--- src/hdl/slt_pkg.sv ---
// ----------------------------------------------------------------------------
// slt_pkg: shell line tokenizer shared definitions
// Token kinds, character codes and the token record used by the tokenizer.
// ----------------------------------------------------------------------------
package slt_pkg;

   localparam int unsigned TOKEN_BITS = 16;

   // token kinds
   localparam logic [2:0] KIND_WORD    = 3'd0;
   localparam logic [2:0] KIND_OPER    = 3'd1;
   localparam logic [2:0] KIND_QUOTE   = 3'd2;
   localparam logic [2:0] KIND_NEWLINE = 3'd3;
   localparam logic [2:0] KIND_COMMENT = 3'd4;

   // character codes
   localparam logic [7:0] CHAR_PIPE      = 8'h7C;
   localparam logic [7:0] CHAR_AMP       = 8'h26;
   localparam logic [7:0] CHAR_LESS      = 8'h3C;
   localparam logic [7:0] CHAR_GREATER   = 8'h3E;
   localparam logic [7:0] CHAR_HASH      = 8'h23;
   localparam logic [7:0] CHAR_BACKSLASH = 8'h5C;
   localparam logic [7:0] CHAR_SQUOTE    = 8'h27;
   localparam logic [7:0] CHAR_DQUOTE    = 8'h22;
   localparam logic [7:0] CHAR_BACKTICK  = 8'h60;
   localparam logic [7:0] CHAR_NEWLINE   = 8'h0A;
   localparam logic [7:0] CHAR_SPACE     = 8'h20;
   localparam logic [7:0] CHAR_TAB       = 8'h09;
   localparam logic [7:0] CHAR_VTAB      = 8'h0B;
   localparam logic [7:0] CHAR_FORMFEED  = 8'h0C;
   localparam logic [7:0] CHAR_RETURN    = 8'h0D;

   typedef struct packed {
      logic [2:0]            token_kind;
      logic [TOKEN_BITS-1:0] token_start;
      logic [TOKEN_BITS-1:0] token_length;
      logic                  last_of_run;
   } token_type;

endpackage

--- src/hdl/slt_req_if.sv ---
// ----------------------------------------------------------------------------
// slt_req_if: character request channel
// Carries one line byte and its end-of-line flag with a valid/ready handshake.
// ----------------------------------------------------------------------------
interface slt_req_if;
   logic       valid;
   logic       ready;
   logic [7:0] char_code;
   logic       end_of_line;

   modport source (output valid, output char_code, output end_of_line, input ready);
   modport sink   (input valid, input char_code, input end_of_line, output ready);
endinterface

--- src/hdl/slt_rsp_if.sv ---
// ----------------------------------------------------------------------------
// slt_rsp_if: token result channel
// Carries one token record with a valid/ready handshake.
// ----------------------------------------------------------------------------
interface slt_rsp_if;
   logic        valid;
   logic        ready;
   logic [2:0]  token_kind;
   logic [15:0] token_start;
   logic [15:0] token_length;
   logic        last_of_run;

   modport source (output valid, output token_kind, output token_start,
                   output token_length, output last_of_run, input ready);
   modport sink   (input valid, input token_kind, input token_start,
                   input token_length, input last_of_run, output ready);
endinterface

--- src/hdl/shell_line_tokenizer_unit.sv ---
// ----------------------------------------------------------------------------
// shell_line_tokenizer_unit: shell command line tokenizer
// Scans one byte per request and emits word, operator, quote, newline and
// comment tokens as kind, start position and length.
// ----------------------------------------------------------------------------
//  channel   direction  payload                                        handshake
//  req_chan  in         char_code, end_of_line                         valid/ready
//  rsp_chan  out        token_kind, token_start, token_length,         valid/ready
//                       last_of_run
//
// One byte is taken per cycle while the queue has room; its tokens (zero to
// two) are written into a four-entry result queue in the same cycle and leave
// one per cycle while rsp ready is high. req ready is high while the queue
// holds two entries or fewer.
// Synchronous reset clears the scan state and empties the queue.
// A stalled rsp side fills the queue and then holds off requests.
// ----------------------------------------------------------------------------
module shell_line_tokenizer_unit
   import slt_pkg::*;
#(
   parameter int unsigned POSITION_BITS = 16
) (
   input  logic         clock,
   input  logic         reset,
   slt_req_if.sink      req_chan,
   slt_rsp_if.source    rsp_chan
);

   localparam logic [1:0] MODE_IDLE    = 2'd0;
   localparam logic [1:0] MODE_WORD    = 2'd1;
   localparam logic [1:0] MODE_QUOTE   = 2'd2;
   localparam logic [1:0] MODE_COMMENT = 2'd3;

   localparam int unsigned QUEUE_DEPTH = 4;
   localparam int unsigned QPTR_BITS   = 2;

   localparam logic [POSITION_BITS-1:0] POS_TOP = '1;

   logic [1:0]               mode_ff, mode_in;
   logic [7:0]               quote_ff, quote_in;
   logic [7:0]               prev_ff, prev_in;
   logic [POSITION_BITS-1:0] begin_ff, begin_in;
   logic [POSITION_BITS-1:0] pos_ff, pos_in;

   token_type                tok [2];
   logic [1:0]               tok_count;

   token_type                queue_ff [QUEUE_DEPTH];
   logic [QPTR_BITS-1:0]     head_ff, tail_ff;
   logic [QPTR_BITS:0]       count_ff;

   logic                     push, pop;
   logic [7:0]               c;
   logic                     is_op, is_blank, is_term;

   function automatic logic [TOKEN_BITS-1:0] fit_pos(input logic [POSITION_BITS-1:0] p);
      return TOKEN_BITS'(32'(p));
   endfunction

   // saturated span length, never zero
   function automatic logic [TOKEN_BITS-1:0] span_len(
      input logic [POSITION_BITS-1:0] b,
      input logic [POSITION_BITS-1:0] e,
      input logic                     extra
   );
      logic [POSITION_BITS:0] len;
      len = {1'b0, e} - {1'b0, b} + (POSITION_BITS+1)'(extra);
      if (len > {1'b0, POS_TOP}) len = {1'b0, POS_TOP};
      if (len == '0) len = (POSITION_BITS+1)'(1);
      return TOKEN_BITS'(32'(len[POSITION_BITS-1:0]));
   endfunction

   assign c        = req_chan.char_code;
   assign is_op    = c inside {CHAR_PIPE, CHAR_AMP, CHAR_LESS, CHAR_GREATER};
   assign is_blank = c inside {CHAR_SPACE, CHAR_TAB, CHAR_NEWLINE, CHAR_VTAB,
                               CHAR_FORMFEED, CHAR_RETURN};
   assign is_term  = is_op || is_blank || (c == CHAR_HASH);

   assign push = req_chan.valid && req_chan.ready;
   assign pop  = rsp_chan.valid && rsp_chan.ready;

   always_comb begin
      token_type t;
      logic      idle_pass;
      t         = '0;
      idle_pass = 1'b0;
      tok[0]    = '0;
      tok[1]    = '0;
      tok_count = 2'd0;
      mode_in   = mode_ff;
      quote_in  = quote_ff;
      begin_in  = begin_ff;

      case (mode_ff)
         MODE_WORD: begin
            if (is_term) begin
               t = '{KIND_WORD, fit_pos(begin_ff), span_len(begin_ff, pos_ff, 1'b0), 1'b0};
               tok[tok_count[0]] = t;
               tok_count = tok_count + 2'd1;
               mode_in   = MODE_IDLE;
               idle_pass = 1'b1;
            end
         end
         MODE_QUOTE: begin
            if (c == quote_ff && prev_ff != CHAR_BACKSLASH) begin
               t = '{KIND_QUOTE, fit_pos(begin_ff), span_len(begin_ff, pos_ff, 1'b1), 1'b0};
               tok[tok_count[0]] = t;
               tok_count = tok_count + 2'd1;
               mode_in   = MODE_IDLE;
            end
         end
         MODE_IDLE: begin
            idle_pass = 1'b1;
         end
         default: begin
         end
      endcase

      // byte that ended a word is looked at again as in idle
      if (idle_pass) begin
         if (is_op) begin
            t = '{KIND_OPER, fit_pos(pos_ff), TOKEN_BITS'(1), 1'b0};
            tok[tok_count[0]] = t;
            tok_count = tok_count + 2'd1;
         end else if (is_blank) begin
            if (c == CHAR_NEWLINE) begin
               t = '{KIND_NEWLINE, fit_pos(pos_ff), TOKEN_BITS'(1), 1'b0};
               tok[tok_count[0]] = t;
               tok_count = tok_count + 2'd1;
            end
         end else if (c == CHAR_HASH) begin
            begin_in = pos_ff;
            mode_in  = MODE_COMMENT;
         end else if (c inside {CHAR_SQUOTE, CHAR_DQUOTE, CHAR_BACKTICK}) begin
            quote_in = c;
            begin_in = pos_ff;
            mode_in  = MODE_QUOTE;
         end else begin
            begin_in = pos_ff;
            mode_in  = MODE_WORD;
         end
      end

      // flush an open word or comment at end of line, drop an open quote
      if (req_chan.end_of_line) begin
         if (mode_in == MODE_WORD) begin
            t = '{KIND_WORD, fit_pos(begin_in), span_len(begin_in, pos_ff, 1'b1), 1'b0};
            tok[tok_count[0]] = t;
            tok_count = tok_count + 2'd1;
         end else if (mode_in == MODE_COMMENT) begin
            t = '{KIND_COMMENT, fit_pos(begin_in), span_len(begin_in, pos_ff, 1'b1), 1'b0};
            tok[tok_count[0]] = t;
            tok_count = tok_count + 2'd1;
         end
         mode_in  = MODE_IDLE;
         quote_in = 8'h00;
         begin_in = '0;
         prev_in  = 8'h00;
         pos_in   = '0;
      end else begin
         prev_in = c;
         pos_in  = (pos_ff == POS_TOP) ? pos_ff : pos_ff + POSITION_BITS'(1);
      end

      if (tok_count == 2'd2)      tok[1].last_of_run = 1'b1;
      else if (tok_count == 2'd1) tok[0].last_of_run = 1'b1;
   end

   always_ff @(posedge clock) begin
      if (reset) begin
         mode_ff  <= MODE_IDLE;
         quote_ff <= 8'h00;
         prev_ff  <= 8'h00;
         begin_ff <= '0;
         pos_ff   <= '0;
      end else if (push) begin
         mode_ff  <= mode_in;
         quote_ff <= quote_in;
         prev_ff  <= prev_in;
         begin_ff <= begin_in;
         pos_ff   <= pos_in;
      end
   end

   always_ff @(posedge clock) begin
      if (reset) begin
         head_ff  <= '0;
         tail_ff  <= '0;
         count_ff <= '0;
      end else begin
         if (push) tail_ff <= tail_ff + QPTR_BITS'(tok_count);
         if (pop)  head_ff <= head_ff + QPTR_BITS'(1);
         count_ff <= count_ff + ((QPTR_BITS+1)'(push ? tok_count : 2'd0))
                             - (QPTR_BITS+1)'(pop);
      end
   end

   always_ff @(posedge clock) begin
      if (push && tok_count != 2'd0) queue_ff[tail_ff] <= tok[0];
      if (push && tok_count == 2'd2) queue_ff[tail_ff + QPTR_BITS'(1)] <= tok[1];
   end

   assign req_chan.ready = (count_ff <= (QPTR_BITS+1)'(QUEUE_DEPTH - 2));

   assign rsp_chan.valid        = (count_ff != '0);
   assign rsp_chan.token_kind   = queue_ff[head_ff].token_kind;
   assign rsp_chan.token_start  = queue_ff[head_ff].token_start;
   assign rsp_chan.token_length = queue_ff[head_ff].token_length;
   assign rsp_chan.last_of_run  = queue_ff[head_ff].last_of_run;

endmodule

--- src/flat_wrapper.sv ---
// flat-port wrapper written by rule: the top's interface ports become plain ports
module shell_line_tokenizer_unit_flat import slt_pkg::*;
#(
   parameter int unsigned POSITION_BITS = 16
)
  (clock, reset, req_chan_valid, req_chan_char_code, req_chan_end_of_line, req_chan_ready, rsp_chan_valid, rsp_chan_token_kind, rsp_chan_token_start, rsp_chan_token_length, rsp_chan_last_of_run, rsp_chan_ready);
  slt_req_if req_chan_i ();
  slt_rsp_if rsp_chan_i ();
  input  logic clock;
  input  logic reset;
  input wire logic [$bits(req_chan_i.valid)-1:0] req_chan_valid;
  input wire logic [$bits(req_chan_i.char_code)-1:0] req_chan_char_code;
  input wire logic [$bits(req_chan_i.end_of_line)-1:0] req_chan_end_of_line;
  output wire logic [$bits(req_chan_i.ready)-1:0] req_chan_ready;
  output wire logic [$bits(rsp_chan_i.valid)-1:0] rsp_chan_valid;
  output wire logic [$bits(rsp_chan_i.token_kind)-1:0] rsp_chan_token_kind;
  output wire logic [$bits(rsp_chan_i.token_start)-1:0] rsp_chan_token_start;
  output wire logic [$bits(rsp_chan_i.token_length)-1:0] rsp_chan_token_length;
  output wire logic [$bits(rsp_chan_i.last_of_run)-1:0] rsp_chan_last_of_run;
  input wire logic [$bits(rsp_chan_i.ready)-1:0] rsp_chan_ready;
  assign req_chan_i.valid = req_chan_valid;
  assign req_chan_i.char_code = req_chan_char_code;
  assign req_chan_i.end_of_line = req_chan_end_of_line;
  assign req_chan_ready = req_chan_i.ready;
  assign rsp_chan_valid = rsp_chan_i.valid;
  assign rsp_chan_token_kind = rsp_chan_i.token_kind;
  assign rsp_chan_token_start = rsp_chan_i.token_start;
  assign rsp_chan_token_length = rsp_chan_i.token_length;
  assign rsp_chan_last_of_run = rsp_chan_i.last_of_run;
  assign rsp_chan_i.ready = rsp_chan_ready;
  shell_line_tokenizer_unit #(.POSITION_BITS(POSITION_BITS)) u_core (.clock(clock), .reset(reset), .req_chan(req_chan_i), .rsp_chan(rsp_chan_i));
endmodule
--- config.mk ---
export PLATFORM = sky130hd
export DESIGN_NAME = shell_line_tokenizer_unit_flat
export DESIGN_NICKNAME = d
export VERILOG_FILES = /design/src/hdl/slt_pkg.sv /design/src/hdl/slt_req_if.sv /design/src/hdl/slt_rsp_if.sv /design/src/hdl/shell_line_tokenizer_unit.sv /design/src/flat_wrapper.sv
export SDC_FILE = /design/constraint.sdc
export NUM_CORES = 1
export LEC_CHECK = 0
export BUFFER_PORTS_ARGS = -buffer_cell sky130_fd_sc_hd__buf_2
export CAP_MARGIN = 20
export CORE_MARGIN = 5
export CORE_UTILIZATION = 62
export DETAILED_ROUTE_END_ITERATION = 8
export PLACE_DENSITY = 0.81
export REMOVE_ABC_BUFFERS = 1
export SYNTH_ARGS = -nofsm -noshare
export SYNTH_HDL_FRONTEND = slang
export SYNTH_SLANG_ARGS = --single-unit
export TNS_END_PERCENT = 20
--- constraint.sdc ---
create_clock -name clock -period 10.06 [get_ports clock]
set_input_delay 2.515 -clock clock [delete_from_list [all_inputs] [get_ports clock]]
set_output_delay 2.515 -clock clock [all_outputs]
set_load 0.005 [all_outputs]
==> summary.md, run 1 <==
| Metric | Value |
|---|---|
| Clock share of power | 0.344 |
| Vias | 11,300 |
| Least-Margin Pin Slew | 1100 ps |
| Die Area | 0.0247 sq mm |
| Post_cts resized | 0 |
| Placed Cells | 1,636 |
| Port buffer count | 50 |
| Setup Buffers After CTS | 0 |
| DRT Wirelength | 36,300 um |
| First-pass GRT wire length | 58,000 um |
| Yosys warns | 0 |
| Critical R2R Launch | u_core.pos_ff[0] |
| Core Box Area | 0.0212 sq mm |
| Routed Antenna Nets | 0 |
| Max-slew violation total from the final report | 0 |
| CP peak stage delay | 660 ps |
| Fmax | 130 MHz |
| Worst-path clk slew | 60 ps |
| DR pass1 iterations | 9 |
| Unrepaired setup endpoints after global routing | no |
| Worst skew pair latency | 520 ps |
| Leak | 0.00560 uW |
| Clk sink count | 203 |
| Hold Crit Class | flip-flop to flip-flop |
| Synth Register Bits | 203 |
| Initial antenna violation count | 0 |
| Pint | 1600 uW |
| Hold-fix buffer count after cts | 0 |
| Number of synthesized flops with an enable pin | 144 |
| FILL cells | 1,614 |
| Routed WL per cell | 21.7 um |
| Routability congestion estimate | 0.984 |
| Async SR Flop Fraction | 0 |
| DRT iter0 DRCs | 1,385 |
| Max-Cap Viols | 0 |
| Fin. Hold Viols | 0 |
| Worst IR Drop VDD | 0.101 mV |
| Worst setup EP type | flip-flop |
| Buffer and inverter count on the worst path | 3 |
| Multi-input logic area | 0.00750 sq mm |
| Congestion Overflow GR | 0 |
| CP delay by family, top | simple AND/OR/NAND/NOR gates |
| CP Cell Sequence | buf_2 -> or4b_1 -> nor4_1 -> or4_4 -> o21a_4 -> o21ai_2 -> ha_1 -> o21ai_0 -> a221o_1 -> o211a_4 -> inv_2 -> ha_1 -> or3_4 -> a21oi_4 -> nand2_2 -> o21ai_4 -> buf_4 |
| PwrDens | 155 mW/mm^2 |
| Worst setup startpoint | req_chan_char_code[7] |
| Library cells used by synthesis | 92 |
| Ant. Diodes | 0 |
| Net switching fraction of the power | 0.290 |
| Total Power | 2260 uW |
| Pin count of the biggest net entering global routing | 43 |
| Hold_sp | u_core.prev_ff[7] |
| Fin crit period | 7710 ps |
| Root buffer cell | clkbuf_16 |
| Worst path required time | 10,260 ps |
| Max FO, Critical Path | 34 |
| H-tree Lvls | 1 |
| Post-Synthesis Cell Area | 0.0134 sq mm |
| Number of remaining DRC errors | 0 |
| Die width | 157 um |
| Cell Rows | 53 |
| Rel. slew slack | 0.264 |
| Number of global-route vias before repair | 10,600 |
| Fraction of layout cells with a size suffix above 1 | 0.134 |
| Status | completed |
| Worst Path Arrival | 7910 ps |
| Initial core utilization | 0.635 |
| Post-synth top flop | edfxtp_1 |
| Final setup fails | 0 |
| Post-route insts no fill | 1,676 |
| Setup TNS | 0 ps |
| Worst setup SP type | primary input |
| Reg power frac | 0.423 |
| CTS Buf Count | 22 |
| Syn Inst Count | 1,370 |
| P_sw | 653 uW |
| Syn_area_per_cell | 9.80 sq um |
| Via density | 6.72 |
| Die Y | 157 um |
| Top cell by count, worst path | ha_1 |
| Worst Path Class, Setup | primary input to flip-flop |
| CP max stage cell | o21ai_4 |
| Final #Nets | 1,456 |
| Post-layout util | 0.688 |
| Detailed Place HPWL | 26,600 um |
| Fin crit share | 0.766 |
| Clk_skew | 39.0 ps |
| Logic pwr share | 0.232 |
| Sequential fraction of the synthesis area | 0.410 |
| Hold WS | 444 ps |
| Top-level I/O count | 51 |
| Total track usage | 0.294 |
| CTS tree | done |
| P&R area growth vs syn | 8.45% |
| FF/Latch Area | 0.00551 sq mm |
| CTS Buffer Depth | 3 |
cells by family (layout without fill, tap and decap cells):
kind of cell    count (synthesis)  after routing  synth area share
mux                            98             98             0.107
simple gates                  488            488             0.175
fa+ha+maj                      58             58            0.0557
xor+xnor                       68             68            0.0444
compound gates                338            338             0.173
flops                         203            203             0.410
buf+inv                       117            148            0.0351
flip-flops by register name (all words and copies together), names as in the netlist, named ones only:
| register | cells |
|---|---|
| u_core.queue_ff | 144 |
| u_core.begin_ff | 16 |
| u_core.pos_ff | 16 |
| u_core.prev_ff | 8 |
| u_core.quote_ff | 8 |
| u_core.count_ff | 3 |
| u_core.head_ff | 2 |
| u_core.mode_ff | 2 |
| u_core.tail_ff | 2 |
power groups by stage:
stage / Combinational [uW] / Sequential [uW] / Clock [uW]
after CTS: 526 / 955 / 780
final: 524 / 955 / 777
after floorplan: 322 / 998 / 0
after global routing: 575 / 958 / 818
after detailed placement: 523 / 972 / 0
after global placement: 512 / 970 / 0
worst min-delay path, stage by stage, from the launching register on:
cell     delay [ps]
dfxtp_1         300
nand2_1          50
a21oi_1          50
area by class of cell:
class,instances,area share
clock inverter,13,0.00696
multi-input combinational,1050,0.515
sequential,203,0.378
clock buffer,27,0.0405
tap,275,0.0236
timing repair buffer,63,0.0239
inverter,45,0.0116
cell usage in the layout (no fill, tap or decap), types with 43 or more instances in the layout:
master / netlist / routed
nor2_1: 147 / 147
nand2_1: 147 / 147
edfxtp_1: 144 / 144
a21oi_1: 85 / 85
o21ai_0: 78 / 76
mux2i_1: 61 / 61
dfxtp_1: 59 / 58
ha_1: 55 / 55
buf_2: 11 / 50
inv_1: 43 / 43
metrics by stage:
stage / worst slack (ps) / cell area, sq um
after floorplan: 1110 / 13100
after global placement: 2030 / 13900
after detailed placement: 1910 / 13900
after CTS: 2390 / 14600
after global routing: 1960 / 14600
final: 2350 / 14600
layer usage:
layer  global-route usage  wire length (um)  vias to the layer above
met3               0.0467              3820                       97
li1                     -                 -                     5108
met5                    0                 0                        -
met1                0.435             15200                     5382
met2                0.458             16300                      679
met4               0.0713               975                        0
Yosys cell counts, types with 4 or more instances:
master      n  share of area
a31oi_1     9         0.0042
a22oi_1    27          0.015
a22oi_2    10         0.0093
nor4_1      9         0.0042
mux2i_1    61          0.045
nor2b_1    18         0.0084
clkbuf_1   54          0.015
nand2_1   147          0.041
nor4b_1     4         0.0026
a221oi_1    4         0.0026
o21a_1      7         0.0039
ha_1       55          0.051
nand3_1    21         0.0078
nor3_1     26         0.0097
a21o_1     16         0.0089
or3_1      11         0.0051
a211oi_1   13         0.0073
and2_1     22          0.010
o31ai_1     4         0.0022
edfxtp_1  144           0.32
xor2_1     32          0.021
o211ai_1    6         0.0034
xnor2_1    36          0.023
nand2b_1   15         0.0070
nand3b_1    5         0.0028
and3_1     17         0.0079
o21ai_1     8         0.0030
o22ai_1    20         0.0093
or4_1       7         0.0039
mux4_2     36          0.060
nand4_1     6         0.0028
or2_2       8         0.0037
buf_1       4         0.0011
a21oi_1    85          0.032
buf_2      11         0.0041
o21ai_0    78          0.029
nor2_1    147          0.041
dfxtp_1    59          0.088
inv_1      43          0.012
path summary, 6_finish.rpt:
kind	endpoint	slack, ps	cells after the start
max	u_core.queue_ff[3][5]	2350	17
min	u_core.prev_ff[7]	440	2
max reg2reg	u_core.queue_ff[1][4]	3770	20
min reg2reg	u_core.prev_ff[7]	440	2
No activity file was read; power rests on OpenSTA's default activity.
==> inputs of run 2 (changes only) <==
==> constraint.sdc (replaced) <==
create_clock -name clock -period 7.6 [get_ports clock]
set_input_delay 1.9 -clock clock [delete_from_list [all_inputs] [get_ports clock]]
set_output_delay 1.9 -clock clock [all_outputs]
set_load 0.005 [all_outputs]
==> run 2 against run 1 <==
Net effect: non-clock buffer count grew 10; wire length grew 5.4%; final cell count grew 0.60%; largest cell class unchanged; combinational power grew 35%; via count grew 0.57%; register-to-register slack lost 2600 ps; clock power grew 35%; global-route usage grew 1.6 points; largest power group unchanged; first-iteration DRC count grew 5.3%.
==> summary.md, run 2 (synthesis results as in run 1) <==
| Metric | Value |
|---|---|
| Core Box Area | 0.0212 sq mm (unchanged) |
| Placed Cells | 1,645 (was 1,636) |
| FILL cells | 1,548 (was 1,614) |
| Worst setup EP type | flip-flop (unchanged) |
| Top reg by flops | u_core.queue_ff (unchanged) |
| Fmax | 148 MHz |
| Worst path required time | 7930 ps (was 10,260 ps) |
| Total track usage | 0.310 (was 0.294) |
| Clk_skew | 19.9 ps (was 39.0 ps) |
| Number of remaining DRC errors | 0 (unchanged) |
| Rel. slew slack | 0.359 (was 0.264) |
| Routed WL per cell | 22.7 um (was 21.7 um) |
| Hold Crit Class | flip-flop to flip-flop (unchanged) |
| Worst skew pair latency | 520 ps (about the same) |
| Final #Nets | 1,466 (was 1,456) |
| Ant. Diodes | 0 (unchanged) |
| Leak | 0.00566 uW (was 0.00560 uW) |
| Detailed Place HPWL | 27,600 um (was 26,600 um) |
| Worst Path Class, Setup | primary input to flip-flop (unchanged) |
| Fin. Hold Viols | 0 (unchanged) |
| Routability congestion estimate | 0.983 (was 0.984) |
| Setup Buffers After CTS | 0 (unchanged) |
| Clk sink count | 203 (unchanged) |
| Max-slew violation total from the final report | 0 (unchanged) |
| Congestion Overflow GR | 0 (unchanged) |
| H-tree Lvls | 1 (unchanged) |
| Hold-fix buffer count after cts | 0 (unchanged) |
| Most frequent cells in the layout | nor2_1, nand2_1, edfxtp_1 (unchanged) |
| Largest regs | u_core.queue_ff (144), u_core.begin_ff (16), u_core.pos_ff (16) (unchanged) |
| Hold_sp | u_core.prev_ff[7] (unchanged) |
| Root buffer cell | clkbuf_16 (unchanged) |
| Critical R2R Launch | u_core.pos_ff[0] (unchanged) |
| Final Cell Area | 0.0147 sq mm (was 0.0146 sq mm) |
| DRT Wirelength | 38,300 um (was 36,300 um) |
| DR pass1 iterations | 6 (was 9) |
| Worst Path Arrival | 7100 ps (was 7910 ps) |
| Via density | 6.72 (about the same) |
| Status | completed (unchanged) |
| CTS Buffer Depth | 3 (unchanged) |
| Worst-path clk slew | 60 ps (about the same) |
| Fin crit period | 6770 ps |
| Die Y | 157 um (unchanged) |
| Least-Margin Pin Slew | 959 ps (was 1100 ps) |
| Fraction of layout cells with a size suffix above 1 | 0.140 (was 0.134) |
| Worst r2r path cells | 20 (unchanged) |
| Die width | 157 um (unchanged) |
| Reg2Reg Setup Slack | 1220 ps (was 3770 ps) |
| CTS Buf Count | 22 (unchanged) |
| CTS tree | done (unchanged) |
| Number of global-route vias before repair | 10,800 (was 10,600) |
| RR Endpoint | u_core.queue_ff[2][13] (was u_core.queue_ff[1][4]) |
| Cell Rows | 53 (unchanged) |
| P&R area growth vs syn | 9.25% (was 8.45%) |
| Max FO, Critical Path | 11 (was 34) |
| Hold endpoint | u_core.prev_ff[7] (unchanged) |
| Worst setup SP type | primary input (unchanged) |
| Post_cts resized | 0 (unchanged) |
| Pin count of the biggest net entering global routing | 43 (unchanged) |
| Post-route insts no fill | 1,686 (was 1,676) |
| Worst IR Drop VDD | 0.137 mV (was 0.101 mV) |
| PwrDens | 206 mW/mm^2 (was 155 mW/mm^2) |
| First-pass GRT wire length | 60,500 um (was 58,000 um) |
| Hold WS | 445 ps (was 444 ps) |
| DRT iter0 DRCs | 1,458 (was 1,385) |
| Initial core utilization | 0.635 (unchanged) |
| Top-level I/O count | 51 (unchanged) |
| Routed Antenna Nets | 0 (unchanged) |
| Initial antenna violation count | 1 (was 0) |
| Vias | 11,300 (about the same) |
| Placed Area | 0.0140 sq mm (was 0.0139 sq mm) |
| Die Area | 0.0247 sq mm (unchanged) |
| Port buffer count | 50 (unchanged) |
| Final setup fails | 0 (unchanged) |
| Number of flip-flops under the largest register name | 144 (unchanged) |
| Fin crit share | 0.890 |
| Max-Cap Viols | 0 (unchanged) |
| Unrepaired setup endpoints after global routing | no (unchanged) |
| Worst hold path stage count | 2 (unchanged) |
## run 2: power breakdown
group          internal, uW  switching (uW)
combinational           300             410
sequential             1240            25.4
clock                   620             426
## run 2: worst max-delay path: stages
cell,delay (ps)
buf_2,130
or4b_1,570
nor4_1,330
or4_4,240
nor2_2,90
o21ai_0,440
ha_1,280
inv_1,50
ha_1,280
a211oi_1,250
nor2_1,110
o31ai_1,280
a211oi_1,150
nand3_1,120
a31oi_1,100
xnor2_1,760
buf_4,290
o21a_1,210
and2_1,170
a2111oi_0,60
nor3_1,260
## run 2: metal layers
metal,up-vias,track usage,share of wire
li1,5131,-,-
met3,115,0.0663,0.12
met1,5408,0.439,0.40
met5,-,0,0.00021
met2,674,0.479,0.45
met4,2,0.103,0.033
## run 2: area by class of cell
| class | count | area (sq um) | share of cell area |
|---|---|---|---|
| Clock buffer | 34 | 608 | 0.0415 |
| Clock inverter | 6 | 90.1 | 0.00614 |
| Inverter | 45 | 169 | 0.0115 |
| Multi-Input combinational cell | 1050 | 7500 | 0.512 |
| Sequential cell | 203 | 5510 | 0.375 |
| Tap cell | 275 | 344 | 0.0235 |
| Timing Repair Buffer | 73 | 448 | 0.0305 |
## run 2: through the flow
stage | power, uW | TNS (ps) | utilization | setup WS (ps)
final | 3020 | 0 | 0.693 | 835
after detailed placement | 1990 | 0 | 0.660 | 459
after floorplan | 1750 | -85000 | - | -735
after global placement | 1980 | 0 | 0.660 | 343
after global routing | 3150 | 0 | 0.693 | 501
after CTS | 3020 | 0 | 0.693 | 947
## run 2: worst max path at each step
| stage | start | end |
|---|---|---|
| 3_5_place_dp | req_chan_char_code[7] | u_core.queue_ff[0][7] |
| 6_report | req_chan_char_code[7] | u_core.queue_ff[0][7] |
| 4_1_cts | req_chan_char_code[7] | u_core.queue_ff[0][7] |
| 5_1_grt | req_chan_char_code[7] | u_core.queue_ff[0][7] |
| 2_1_floorplan | req_chan_char_code[7] | u_core.queue_ff[1][0] |
| 3_3_place_gp | req_chan_char_code[7] | u_core.queue_ff[0][2] |
